$ cat src/pmt_pkg.sv
// ----------------------------------------------------------------------------
// pmt_pkg: shared types and constants for the mouse packet tracker
// Register indexes, packet item layout, queue depth and field widths.
// ----------------------------------------------------------------------------
package pmt_pkg;

   localparam int COORD_BITS_DEF = 12;
   localparam int POS_W          = 12;
   localparam int SIZE_W         = 13;
   localparam int BYTE_W         = 8;
   localparam int BTN_W          = 3;
   localparam int CSR_IDX_W      = 2;
   localparam int QUEUE_DEPTH    = 2;

   localparam logic [BYTE_W-1:0] HEADER_SYNC_BIT = 8'h08;
   localparam logic [BYTE_W-1:0] BUTTON_MASK     = 8'h07;

   localparam logic [CSR_IDX_W-1:0] CSR_SCREEN_WIDTH   = 2'd0;
   localparam logic [CSR_IDX_W-1:0] CSR_SCREEN_HEIGHT  = 2'd1;
   localparam logic [CSR_IDX_W-1:0] CSR_CURSOR_VISIBLE = 2'd2;

   localparam int RST_WIDTH  = 1024;
   localparam int RST_HEIGHT = 768;
   localparam int RST_X      = 400;
   localparam int RST_Y      = 300;

   // one complete packet, handed from front to back
   typedef struct packed {
      logic [BTN_W-1:0]  buttons;
      logic [BYTE_W-1:0] delta_x;
      logic [BYTE_W-1:0] delta_y;
   } pmt_pkt_type;

   typedef enum logic [2:0] {
      PH_HEADER = 3'b001,
      PH_DX     = 3'b010,
      PH_DY     = 3'b100
   } pmt_phase_type;

endpackage

$ cat src/pmt_front.sv
// ----------------------------------------------------------------------------
// pmt_front: byte framing
// Takes bytes, resyncs on header bit 3, pushes one packet per third byte.
// ----------------------------------------------------------------------------
module pmt_front import pmt_pkg::*; (
   input  logic              clock,
   input  logic              reset,
   input  logic              req_valid,
   output logic              req_stall,
   input  logic [BYTE_W-1:0] req_data_byte,
   input  logic              q_full,
   output logic              q_push,
   output pmt_pkt_type       q_pkt
);

   pmt_phase_type     phase_ff, phase_in;
   logic [BTN_W-1:0]  btn_ff, btn_in;
   logic [BYTE_W-1:0] dx_ff, dx_in;
   logic              accept;

   assign req_stall = q_full;
   assign accept    = req_valid && !q_full;

   always_comb begin
      phase_in = phase_ff;
      btn_in   = btn_ff;
      dx_in    = dx_ff;
      q_push   = 1'b0;
      if (accept) begin
         case (phase_ff)
            PH_DX: begin
               dx_in    = req_data_byte;
               phase_in = PH_DY;
            end
            PH_DY: begin
               q_push   = 1'b1;
               phase_in = PH_HEADER;
            end
            default: begin
               if ((req_data_byte & HEADER_SYNC_BIT) != '0) begin
                  btn_in   = BTN_W'(req_data_byte & BUTTON_MASK);
                  phase_in = PH_DX;
               end else begin
                  phase_in = PH_HEADER;
               end
            end
         endcase
      end
   end

   assign q_pkt.buttons = btn_ff;
   assign q_pkt.delta_x = dx_ff;
   assign q_pkt.delta_y = req_data_byte;

   always_ff @(posedge clock) begin
      if (reset) begin
         phase_ff <= PH_HEADER;
      end else begin
         phase_ff <= phase_in;
      end
      btn_ff <= btn_in;
      dx_ff  <= dx_in;
   end

endmodule

$ cat src/pmt_queue.sv
// ----------------------------------------------------------------------------
// pmt_queue: packet queue
// Small register FIFO between the framing front and the cursor back end.
// ----------------------------------------------------------------------------
module pmt_queue import pmt_pkg::*; #(
   parameter int DEPTH = QUEUE_DEPTH
) (
   input  logic        clock,
   input  logic        reset,
   input  logic        push,
   input  pmt_pkt_type push_pkt,
   input  logic        pop,
   output pmt_pkt_type pop_pkt,
   output logic        full,
   output logic        empty
);

   localparam int PTR_W = (DEPTH > 1) ? $clog2(DEPTH) : 1;
   localparam int CNT_W = $clog2(DEPTH + 1);

   pmt_pkt_type        slot_ff [DEPTH];
   logic [PTR_W-1:0]   wr_ff, wr_in, rd_ff, rd_in;
   logic [CNT_W-1:0]   cnt_ff, cnt_in;

   assign full    = (cnt_ff == CNT_W'(DEPTH));
   assign empty   = (cnt_ff == '0);
   assign pop_pkt = slot_ff[rd_ff];

   always_comb begin
      wr_in  = wr_ff;
      rd_in  = rd_ff;
      cnt_in = cnt_ff;
      if (push) begin
         wr_in = (wr_ff == PTR_W'(DEPTH - 1)) ? '0 : wr_ff + 1'b1;
      end
      if (pop) begin
         rd_in = (rd_ff == PTR_W'(DEPTH - 1)) ? '0 : rd_ff + 1'b1;
      end
      if (push && !pop) begin
         cnt_in = cnt_ff + 1'b1;
      end else if (pop && !push) begin
         cnt_in = cnt_ff - 1'b1;
      end
   end

   always_ff @(posedge clock) begin
      if (reset) begin
         wr_ff  <= '0;
         rd_ff  <= '0;
         cnt_ff <= '0;
      end else begin
         wr_ff  <= wr_in;
         rd_ff  <= rd_in;
         cnt_ff <= cnt_in;
      end
      if (push) begin
         slot_ff[wr_ff] <= push_pkt;
      end
   end

endmodule

$ cat src/pmt_back.sv
// ----------------------------------------------------------------------------
// pmt_back: cursor update
// Applies packet deltas, clamps to screen, holds the result register.
// ----------------------------------------------------------------------------
module pmt_back import pmt_pkg::*; #(
   parameter int COORD_BITS = COORD_BITS_DEF
) (
   input  logic                  clock,
   input  logic                  reset,
   input  logic                  q_empty,
   input  pmt_pkt_type           q_pkt,
   output logic                  q_pop,
   input  logic [COORD_BITS-1:0] lim_x,
   input  logic [COORD_BITS-1:0] lim_y,
   input  logic                  visible,
   output logic                  rsp_valid,
   input  logic                  rsp_stall,
   output logic [POS_W-1:0]      rsp_pos_x,
   output logic [POS_W-1:0]      rsp_pos_y,
   output logic [BTN_W-1:0]      rsp_buttons,
   output logic                  rsp_redraw
);

   localparam int CW    = COORD_BITS;
   localparam int SW    = CW + 2;
   localparam int EXTW  = CW + POS_W;
   localparam int CMAX  = (1 << CW) - 1;
   localparam int RX    = (RST_X > CMAX) ? CMAX : RST_X;
   localparam int RY    = (RST_Y > CMAX) ? CMAX : RST_Y;

   logic [CW-1:0]     cx_ff, cx_in, cy_ff, cy_in;
   logic              vld_ff, vld_in;
   logic [BTN_W-1:0]  btn_ff;
   logic              redraw_ff;
   logic signed [SW-1:0] sum_x, sum_y;
   logic [EXTW-1:0]   ext_x, ext_y;

   function automatic logic [CW-1:0] clamp(input logic signed [SW-1:0] v,
                                           input logic [CW-1:0] hi);
      logic [CW-1:0] r;
      if (v[SW-1]) begin
         r = '0;
      end else if (v[SW-2:0] > {1'b0, hi}) begin
         r = hi;
      end else begin
         r = v[CW-1:0];
      end
      return r;
   endfunction

   assign q_pop = !q_empty && (!vld_ff || !rsp_stall);

   always_comb begin
      sum_x = $signed({2'b00, cx_ff})
            + $signed({{(SW-BYTE_W){q_pkt.delta_x[BYTE_W-1]}}, q_pkt.delta_x});
      sum_y = $signed({2'b00, cy_ff})
            - $signed({{(SW-BYTE_W){q_pkt.delta_y[BYTE_W-1]}}, q_pkt.delta_y});
      cx_in  = cx_ff;
      cy_in  = cy_ff;
      vld_in = vld_ff && rsp_stall;
      if (q_pop) begin
         cx_in  = clamp(sum_x, lim_x);
         cy_in  = clamp(sum_y, lim_y);
         vld_in = 1'b1;
      end
   end

   always_ff @(posedge clock) begin
      if (reset) begin
         cx_ff  <= CW'(RX);
         cy_ff  <= CW'(RY);
         vld_ff <= 1'b0;
      end else begin
         cx_ff  <= cx_in;
         cy_ff  <= cy_in;
         vld_ff <= vld_in;
      end
      if (q_pop) begin
         btn_ff    <= q_pkt.buttons;
         redraw_ff <= visible && ((cx_in != cx_ff) || (cy_in != cy_ff));
      end
   end

   assign ext_x       = {{POS_W{1'b0}}, cx_ff};
   assign ext_y       = {{POS_W{1'b0}}, cy_ff};
   assign rsp_valid   = vld_ff;
   assign rsp_pos_x   = ext_x[POS_W-1:0];
   assign rsp_pos_y   = ext_y[POS_W-1:0];
   assign rsp_buttons = btn_ff;
   assign rsp_redraw  = redraw_ff;

endmodule

$ cat src/ps2_mouse_packet_tracker_unit.sv
// ----------------------------------------------------------------------------
// ps2_mouse_packet_tracker_unit: mouse packet decoder and cursor tracker
// Frames 3-byte mouse packets, moves and clamps the cursor, reports it.
// ----------------------------------------------------------------------------
//   channel  | direction | handshake            | payload
//   req_     | in        | req_valid/req_stall  | data_byte
//   rsp_     | out       | rsp_valid/rsp_stall  | pos_x, pos_y, buttons, redraw
//   csr_     | in        | csr_write_en         | csr_index, csr_write_data
//
// One byte per cycle sustained while the packet queue is not full. A packet's
// third byte is written into a queue slot as it is taken; its result is valid
// once the cursor result register loads from that slot, which waits on rsp_stall.
// req_stall rises only while the two-entry packet queue is full.
// Synchronous reset; no clearing pass, the block is ready right after reset.
// ----------------------------------------------------------------------------
module ps2_mouse_packet_tracker_unit import pmt_pkg::*; #(
   parameter int COORD_BITS = COORD_BITS_DEF
) (
   input  logic                 clock,
   input  logic                 reset,
   input  logic                 req_valid,
   output logic                 req_stall,
   input  logic [BYTE_W-1:0]    req_data_byte,
   output logic                 rsp_valid,
   input  logic                 rsp_stall,
   output logic [POS_W-1:0]     rsp_pos_x,
   output logic [POS_W-1:0]     rsp_pos_y,
   output logic [BTN_W-1:0]     rsp_buttons,
   output logic                 rsp_redraw,
   input  logic                 csr_write_en,
   input  logic [CSR_IDX_W-1:0] csr_index,
   input  logic [SIZE_W-1:0]    csr_write_data
);

   localparam int CW   = COORD_BITS;
   localparam int LW   = 17;
   localparam int CMAX = (1 << CW) - 1;
   localparam int RLX  = (RST_WIDTH - 1 > CMAX) ? CMAX : RST_WIDTH - 1;
   localparam int RLY  = (RST_HEIGHT - 1 > CMAX) ? CMAX : RST_HEIGHT - 1;

   logic [CW-1:0]     lim_x_ff, lim_y_ff;
   logic [CW-1:0]     lim_new;
   logic [LW-1:0]     lim_raw;
   logic              vis_ff;
   logic              q_push, q_pop, q_full, q_empty;
   pmt_pkt_type       push_pkt, pop_pkt;

   // limits are kept precomputed: size 0 acts as 1, then saturate to range
   always_comb begin
      lim_raw = (csr_write_data == '0) ? '0 : LW'(csr_write_data) - 1'b1;
      if (lim_raw > LW'(CMAX)) begin
         lim_new = CW'(CMAX);
      end else begin
         lim_new = lim_raw[CW-1:0];
      end
   end

   always_ff @(posedge clock) begin
      if (reset) begin
         lim_x_ff <= CW'(RLX);
         lim_y_ff <= CW'(RLY);
         vis_ff   <= 1'b0;
      end else if (csr_write_en) begin
         case (csr_index)
            CSR_SCREEN_WIDTH:   lim_x_ff <= lim_new;
            CSR_SCREEN_HEIGHT:  lim_y_ff <= lim_new;
            CSR_CURSOR_VISIBLE: vis_ff   <= csr_write_data[0];
            default: ;
         endcase
      end
   end

   pmt_front u_front (
      .clock         (clock),
      .reset         (reset),
      .req_valid     (req_valid),
      .req_stall     (req_stall),
      .req_data_byte (req_data_byte),
      .q_full        (q_full),
      .q_push        (q_push),
      .q_pkt         (push_pkt)
   );

   pmt_queue #(
      .DEPTH (QUEUE_DEPTH)
   ) u_queue (
      .clock    (clock),
      .reset    (reset),
      .push     (q_push),
      .push_pkt (push_pkt),
      .pop      (q_pop),
      .pop_pkt  (pop_pkt),
      .full     (q_full),
      .empty    (q_empty)
   );

   pmt_back #(
      .COORD_BITS (COORD_BITS)
   ) u_back (
      .clock       (clock),
      .reset       (reset),
      .q_empty     (q_empty),
      .q_pkt       (pop_pkt),
      .q_pop       (q_pop),
      .lim_x       (lim_x_ff),
      .lim_y       (lim_y_ff),
      .visible     (vis_ff),
      .rsp_valid   (rsp_valid),
      .rsp_stall   (rsp_stall),
      .rsp_pos_x   (rsp_pos_x),
      .rsp_pos_y   (rsp_pos_y),
      .rsp_buttons (rsp_buttons),
      .rsp_redraw  (rsp_redraw)
   );

endmodule

$ cat config.mk
export PLATFORM = sky130hd
export DESIGN_NAME = ps2_mouse_packet_tracker_unit
export DESIGN_NICKNAME = d
export VERILOG_FILES = /design/src/pmt_pkg.sv /design/src/pmt_front.sv /design/src/pmt_queue.sv /design/src/pmt_back.sv /design/src/ps2_mouse_packet_tracker_unit.sv
export SDC_FILE = /design/constraint.sdc
export NUM_CORES = 1
export LEC_CHECK = 0
export ABC_AREA = 1
export BUFFER_PORTS_ARGS = -buffer_cell sky130_fd_sc_hd__buf_4
export CORE_UTILIZATION = 30
export CTS_BUF_LIST = sky130_fd_sc_hd__clkbuf_16
export DETAILED_ROUTE_END_ITERATION = 12
export GPL_ROUTABILITY_DRIVEN = 0
export PLACE_DENSITY_LB_ADDON = 0.12
export SETUP_SLACK_MARGIN = 0.5
export SLEW_MARGIN = 20
export SYNTH_ARGS = -nofsm -noshare
export SYNTH_HDL_FRONTEND = slang
export SYNTH_SLANG_ARGS = --single-unit
$ cat constraint.sdc
create_clock -name clock -period 4.77 [get_ports clock]
set_input_delay 0.954 -clock clock [delete_from_list [all_inputs] [get_ports clock]]
set_output_delay 0.954 -clock clock [all_outputs]
set_load 0.01 [all_outputs]
# Yosys cells after proc, flatten, opt, wreduce, memory -nomap -nowiden
# Memory sizes are Yosys's and may differ from the RTL's. A register that Yosys moved wholly into a read port is not among the register bits.
# Cells that the tools add are included.
# op_classes
order_cmp	3
addsub	7
n_mux	21
n_reduce_logical	24
n_bitwise	1
eq_ne	7
# op_table
op	count
$mux 12	7
$gt 13x12->1	2
$ne 12x12->1	2
$gt 17x12->1 const B	1
$mux 17	1
$add 13x8->14	1
$sub 13x1->14 const B	1
$sub 13x8->14	1
$logic_not 13->1	1
$mux 1	9
$reduce_and 2->1	4
$logic_and 1x1->1	6
$logic_not 1->1	6
$mux 2	3
$pmux 3 s2	1
$eq 2x2->1 const B	2
$logic_not 2->1	2
$eq 3x2->1 const B	1
$eq 3x3->1 const B	1
$reduce_and 3->1	1
$add 1x1->1 const B	2
$add 2x1->2 const B	1
$eq 2x1->1 const B	1
$logic_or 1x1->1	2
other kinds (4)	4
# word_totals
wordCells	78
ff_bits	72
out_inout_bits	30
mem_count	1
ramBits	38
in_bits	28
# mem_list
memory	depth	word_bits	read_ports	rd_ports_with_merged_regs	write_ports	line_no	rtl
u_queue.slot_ff	2	19	1	1	1	pmt_queue.sv:21	pmt_pkt_type slot_ff [DEPTH];

# Depth between registers and ports, before layout
# Gate-level depths: netlist of the first run.
# depth
depth_word	8
depth_mapped	33
mapped_depth_nobuf	31

# Modules after synthesis
# Synthesis of the first run repeated with hierarchy kept, for this count alone.
# hier_totals
cells_unflattened	1029
hier_area_um2	7739.9
# modules_own_cells
mod	area_per_inst_um2	cells_per_inst	instances
pmt_back	4142.7	682	1
pmt_queue	1650.3	92	1
ps2_mouse_packet_tracker_unit	1375.1	210	1
pmt_front	571.8	45	1

# Least setup slack after synthesis of the first run
# OpenSTA, ideal clock, no wires.
# synth_timing
kind	reg-to-reg
from	register (tool-made name)
to	register u_back.redraw_ff (netlist: u_back.rsp_redraw), data pin
t_required_ns	4.518
path_slack_ns	0.339
arrival_ns	4.180
path_stages_with_launch	31
setup_time_ns	0.252
n_path_buf	3
path_cell_list	dfxtp_1 -> buf_1 -> buf_1 -> nand2_1 -> o21ai_0 -> inv_1 -> fa_1 -> nand3b_1 -> nand2_1 -> nand2_1 -> o21ai_0 -> nand2_1 -> nand2_1 -> nand2_1 -> nand2_1 -> inv_1 -> ha_1 -> a21o_1 -> a21oi_1 -> nand2_1 -> nand2_1 -> clkbuf_1 -> nand3_1 -> nand4_1 -> nand2_1 -> nor2_1 -> nand2_1 -> nor2_1 -> nand2_1 -> nor2_1 -> nor2_1
# synth_rtl
element	line_no	rtl
end signal: assignment	pmt_back.sv:80	redraw_ff <= visible && ((cx_in != cx_ff) || (cy_in != cy_ff));
end: declaration	pmt_back.sv:34	logic redraw_ff;

==> flow_metrics.tcl, run 1 <==
set metrics [dict create \
    routedWlPerCell_um 15.65 \
    timing.rr.end "u_back.rsp_redraw" \
    cap_violations 0 \
    via_count 6157 \
    place_ws_ns 0.1342 \
    wirelength_mm 20.66 \
    totalNegativeSetupSlack_ns 0 \
    syn_nets 1002 \
    netlist.area_leader.share 0.2218 \
    area_growth_pct 23.67 \
    path_class "reg2reg" \
    dieWidth_um 156.7 \
    crit_arrival_ns 4.38 \
    grt_util_all_layers 0.1737 \
    clkSinkCount 111 \
    setup_viol 0 \
    critPathLaunchType "flop" \
    async_flop_share 0 \
    fin_ws_ns 0.5028 \
    die_h_um 156.7 \
    antenna_cells 0 \
    cts-htree-levels 3 \
    portBuffers 57 \
    layout_common_cells "161 x nand2_1, 140 x inv_1, 86 x buf_4, 65 x nor2_1, 64 x nand3_1" \
    hp-start "u_front.btn_ff[1]" \
    core_area_sq_um 23470 \
    cts_root_buf "clkbuf_16" \
    design_area_sq_um 8876 \
    min_to "u_queue.slot_ff[0][17]" \
    p_leak_nw 3.985 \
    die_area_sq_um 24550 \
    yosys_warnings 0 \
    synth.largest_area_cell "edfxtp_1" \
    grt_setup_unrepaired "true" \
    cts_tree "yes" \
    fillers 2476 \
    endpoint_kind "flop" \
    tightest_slew_ns 0.7078 \
    fmax_mhz 234.3 \
    grt_pass1_wl_mm 32.24 \
    overflow 0 \
    cts_made_buffers 9 \
    row_count 56 \
    p_int_mw 3.297 \
    period_share 0.8946 \
    grt_max_degree 47 \
    nets 1079 \
    pin_count 58 \
    slowest_stage "dfxtp_4" \
    synthFlopType "dfxtp_1" \
    slew_headroom 0.5264 \
    fin_skew_ns 0.008502 \
    ys_seq_elements 111 \
    cpLargestDelayFamily "simple AND/OR/NAND/NOR gates" \
    dr.pass1.iters 5 \
    netlist_area_sq_um 7177 \
    synthCells 919 \
    synthTopCellsByArea "edfxtp_1 22%, dfxtp_1 16%, ha_1 9.2%, nand2_1 8.8%, inv_1 7.4%" \
    outcome "finished clean" \
    drv_slew 0 \
    syn_avg_cell_area_sq_um 7.809 \
    vdd_drop_max_mv 0.2634 \
    powerDensity_nw_per_um2 736.6 \
    drive_above_1_share 0.2218 \
    hp-class "reg2reg" \
    clk_latency_ns 0.36 \
    power_frac_comb 0.677 \
    r2r_setup_slack_ns 0.50 \
    min_path_cells 0 \
    swShare 0.4957 \
    ant_nets 0 \
    stdcell_count 1320 \
    start_util 0.3058 \
    crit_buf_inv 4 \
    cts_hold_buffers 0 \
    final-hold-violation-count 0 \
    routed_via_density 4.664 \
    cts_buffer_depth 2 \
    drt-initial-drc-count 309 \
    place_area_sq_um 8080 \
    period_minus_slack_ns 4.267 \
    place_inst 1297 \
    synth_edf_count 53 \
    crit_fanout 12 \
    final_common_cell "nand2_1" \
    ys_types 44 \
    drc 0 \
    dp_hpwl_mm 16.07 \
    p_switching_mw 3.240 \
    grt_pass1_vias 5850 \
    r2r_cells 27 \
    ys_seq_area_frac 0.3835 \
    p_seq_frac 0.206 \
    antenna_found_initial 0 \
    cp.required_ns 4.89 \
    critPathMaxStageDelay_ns 0.37 \
    pwr-share-clk 0.118 \
    clkTransAtPathRegs_ns 0.08 \
    utilization 0.3781 \
]
==> power by group through the flow <==
stage	logic [mW]	clock network, mW	registers [mW]
after floorplan	2.67	0	1.33
after global placement	3.90	0	1.35
after detailed placement	3.87	0	1.35
after CTS	4.12	0.792	1.34
after global routing	4.96	0.826	1.37
final	4.42	0.769	1.34
==> worst reg2reg max path: stages, from the launching register on <==
cell      delay, ns
dfxtp_4        0.37
buf_12         0.15
mux2_4         0.21
ha_4           0.13
inv_1          0.05
fa_2           0.34
nand3b_1       0.18
nand2_2        0.15
a21oi_2        0.09
o21bai_1       0.19
xor2_1         0.23
inv_1          0.10
ha_4           0.28
and3_4         0.17
nand4_1        0.13
nor2_4         0.17
buf_4          0.14
nand2_4        0.08
nand3_4        0.09
nand3_1        0.10
nand3_1        0.12
nand2_1        0.07
nor2_2         0.12
nand2_1        0.06
nor2_1         0.11
nand2_1        0.07
nor2_1         0.08
nor2_1         0.04
==> registers in the layout, summed over array words and instances (netlist names), 2 cells and up, named ones only <==
register,count
u_queue.slot_ff,38
lim_y_ff,12
u_front.dx_ff,8
lim_x_ff,12
u_queue.cnt_ff,2
u_front.btn_ff,3
u_front.phase_ff,3
u_back.rsp_buttons,3
u_back.rsp_pos_x,12
u_back.rsp_pos_y,12
==> area by class of cell <==
cell class	instances	area, sq um	area share
tap	319	399.1	0.04497
inverter	144	540.5	0.06090
sequential	111	2756	0.3105
timing repair buffer	91	710.7	0.08007
clock inverter	7	73.82	0.008317
multi-input combinational	639	4170	0.4698
clock buffer	9	225.2	0.02537
==> worst max path at each step <==
stage          slack, ns  from                end  depth (start not counted)
2_1_floorplan       0.58  flop  u_back.rsp_redraw                         28
3_3_place_gp        0.10  flop  u_back.rsp_redraw                         26
3_5_place_dp        0.13  flop  u_back.rsp_redraw                         26
4_1_cts             0.50  flop  u_back.rsp_redraw                         27
5_1_grt             0.27  flop  u_back.rsp_redraw                         27
6_report            0.50  flop  u_back.rsp_redraw                         27
==> synth_stat cells, types with 4 or more instances <==
| library cell | instances |
|---|---|
| nand2_1 | 169 |
| nand3_1 | 83 |
| nor3_1 | 6 |
| nand3_2 | 8 |
| ha_1 | 53 |
| nand3b_1 | 6 |
| nand2_2 | 5 |
| buf_2 | 4 |
| o211ai_1 | 6 |
| mux2_2 | 10 |
| xor2_1 | 16 |
| o21ai_1 | 11 |
| o21ai_2 | 11 |
| buf_6 | 5 |
| clkbuf_1 | 8 |
| mux2i_1 | 5 |
| buf_1 | 8 |
| edfxtp_1 | 53 |
| o21ai_0 | 44 |
| dfxtp_1 | 58 |
| inv_1 | 141 |
| nor2_1 | 70 |
| a21oi_1 | 65 |
| nand4_1 | 32 |
| xnor2_1 | 9 |
==> repair_timing <==
item	in CTS	in global routing
resized for setup	43	55
setup endpoints to repair	1	1
hold endpoints to repair	0	0
cloned	1	1
setup buffers	4	1
pin swaps	14	23
==> routing by layer <==
layer / global-route usage / share of wire / vias up
met5: 0 / 0 / -
met4: 0.04295 / 0.0066 / 0
met3: 0.02354 / 0.027 / 9
met2: 0.2747 / 0.45 / 85
met1: 0.2477 / 0.51 / 2825
li1: - / - / 3238
==> logic make-up (layout without fill, tap and decap cells) <==
group,Yosys count,after routing,share of synthesized area
compound gates,152,152,0.1192
xor+xnor,25,25,0.03051
fa+ha+maj,55,55,0.09798
buf+inv,171,251,0.09641
flops,111,111,0.3835
mux,15,15,0.02266
simple gates,390,392,0.2497
==> metrics by stage <==
stage / hold slack [ns] / total power, mW
6_report: 0.4548 / 6.538
5_1_grt: 0.4618 / 7.157
4_1_cts: 0.4552 / 6.252
3_5_place_dp: 0.4348 / 5.214
3_3_place_gp: 0.4331 / 5.246
2_1_floorplan: 0.4215 / 3.994
(Power assumes the default switching activity.)
==> run 2, diff against run 1 <==
- PLACE_DENSITY: default -> 0.45
- PLACE_DENSITY_LB_ADDON: 0.12 -> default
==> run 2 against run 1 <==
Worst setup slack worse by 0.17 ns. Highest routed layer unchanged. Critical path type unchanged. Maximum frequency down 3.7%. Sequential share of layout area down 0.074 points. Sequential cell count unchanged. Global-route usage up 0.37 points.
==> flow_metrics.tcl, run 2 (synthesis results as in run 1) <==
set metrics [dict create \
    overflow 0 \
    core_area_sq_um 23470 \
    period_share 0.9292 \
    tightest_slew_ns 0.7268 \
    ant_nets 0 \
    die_area_sq_um 24550 \
    cts_root_buf "clkbuf_16" \
    cts_tree "yes" \
    area_growth_pct 23.97 \
    crit_arrival_ns 4.55 \
    setup_viol 0 \
    routed_via_density 4.739 \
    whs_ns 0.4542 \
    cap_violations 0 \
    start_util 0.3058 \
    portBuffers 57 \
    crit_fanout 7 \
    cp-endpoint "u_back.rsp_redraw" \
    top_register "u_queue.slot_ff" \
    grt_util_all_layers 0.1774 \
    grt_max_degree 47 \
    cts-htree-levels 3 \
    fin_skew_ns 0.008981 \
    nets 1079 \
    hp-start "u_queue.rd_ff" \
    path_class "reg2reg" \
    grt_pass1_wl_mm 33.02 \
    final_common_cell "nand2_1" \
    layout_common_cells "161 x nand2_1, 139 x inv_1, 84 x buf_4, 76 x nand3_1, 64 x nor2_1" \
    largest_reg_flops 38 \
    fmax_mhz 225.6 \
    critPathLaunchType "flop" \
    outcome "finished clean" \
    pin_count 58 \
    fin_ws_ns 0.3375 \
    period_minus_slack_ns 4.432 \
    cp.required_ns 4.89 \
    r2r_cells 26 \
    clk_latency_ns 0.36 \
    drive_above_1_share 0.2138 \
    wirelength_mm 20.92 \
    hp-class "reg2reg" \
    cts_made_buffers 9 \
    vdd_drop_max_mv 0.2808 \
    endpoint_kind "flop" \
    drc 0 \
    antenna_found_initial 0 \
    via_count 6256 \
    grt_pass1_vias 5905 \
    drv_slew 0 \
    dp_hpwl_mm 15.81 \
    dieWidth_um 156.7 \
    slew_headroom 0.5137 \
    routedWlPerCell_um 15.85 \
    die_h_um 156.7 \
    cts_buffer_depth 2 \
    dr.pass1.iters 5 \
    place_ws_ns -0.06035 \
    drt-initial-drc-count 337 \
    grt_setup_unrepaired "true" \
    timing.rr.end "u_back.rsp_redraw" \
    design_area_sq_um 8897 \
    utilization 0.3791 \
    powerDensity_nw_per_um2 744.1 \
    p_leak_nw 4.023 \
    cts_hold_buffers 0 \
    antenna_cells 0 \
    place_area_sq_um 7988 \
    row_count 56 \
    r2r_setup_slack_ns 0.34 \
    final-hold-violation-count 0 \
    clkSinkCount 111 \
    clkTransAtPathRegs_ns 0.08 \
]
[run 2: cell types whose count changed in the layout (fill, tap and decap cells not counted), moves of 2 or more]
cell,previous run,this run
nand3_2,25,13
nand3_1,64,76
mux2_2,9,7
mux2_4,1,3
o21ai_2,14,18
inv_6,2,0
o21ai_1,15,9
nand2_4,4,6
o21ai_0,37,39
clkinv_4,0,2
nand2_2,11,9
buf_4,86,84
[run 2: worst min path at each step]
stage	endpoint	cells after the start	slack (ns)
2_1_floorplan	u_queue.slot_ff[0][10]	0	0.42
3_3_place_gp	u_queue.slot_ff[1][18]	0	0.43
3_5_place_dp	u_queue.slot_ff[1][17]	0	0.44
4_1_cts	flop	1	0.45
5_1_grt	u_queue.slot_ff[0][11]	0	0.47
6_report	flop	1	0.45
[run 2: area by class of cell]
cell class	instances	area, sq um
Fill cell	2446	14580
Sequential cell	111	2756
Inverter	144	540.5
Multi-Input combinational cell	640	4154
Tap cell	319	399.1
Clock inverter	7	85.08
Timing Repair Buffer	90	737.0
Clock buffer	9	225.2
[run 2: what timing repair did]
item,4_1_cts,5_1_grt
pin swaps,16,29
setup endpoints to repair,1,1
setup buffers,4,13
gates cloned,4,0
resized for setup,51,38
[run 2: through the flow]
stage               power [mW]  cells  TNS [ns]
floorplan                3.994    919         0
finish                   6.620   1320         0
detailed placement       5.102   1283  -0.06035
CTS                      6.334   1307         0
global route             7.230   1320         0
global placement         5.135   1283  -0.06750
[run 2: critical path: stages (launching register included)]
cell      delay [ns]
dfxtp_4         0.37
buf_12          0.13
mux2_4          0.21
ha_4            0.13
inv_2           0.04
fa_2            0.37
nand3b_1        0.17
nand2_2         0.13
a21oi_2         0.07
o21bai_1        0.18
xor2_1          0.23
inv_1           0.11
ha_4            0.27
and3_4          0.18
nand4_1         0.17
nor2_4          0.23
nand2_4         0.15
nand2_4         0.16
nand2_2         0.08
nand4_1         0.11
nand2_1         0.08
nor2_2          0.16
nand3_1         0.09
nor2_1          0.12
nand2_1         0.09
nor2_1          0.12
nor2_1          0.05
[run 2: metal layers]
layer / part of all wire / track usage / vias to the layer above / wire length [um]
met2: 0.44 / 0.2736 / 114 / 9265
met3: 0.030 / 0.02049 / 22 / 636
met5: 0 / 0 / - / 0
met4: 0.015 / 0.04949 / 0 / 323
li1: - / - / 3242 / -
met1: 0.51 / 0.2588 / 2878 / 10690
[run 2: where the power goes]
| part | switching, mW | internal [mW] |
|---|---|---|
| Sequential | 0.191 | 1.15 |
| Combinational | 2.69 | 1.79 |
| Clock | 0.418 | 0.377 |
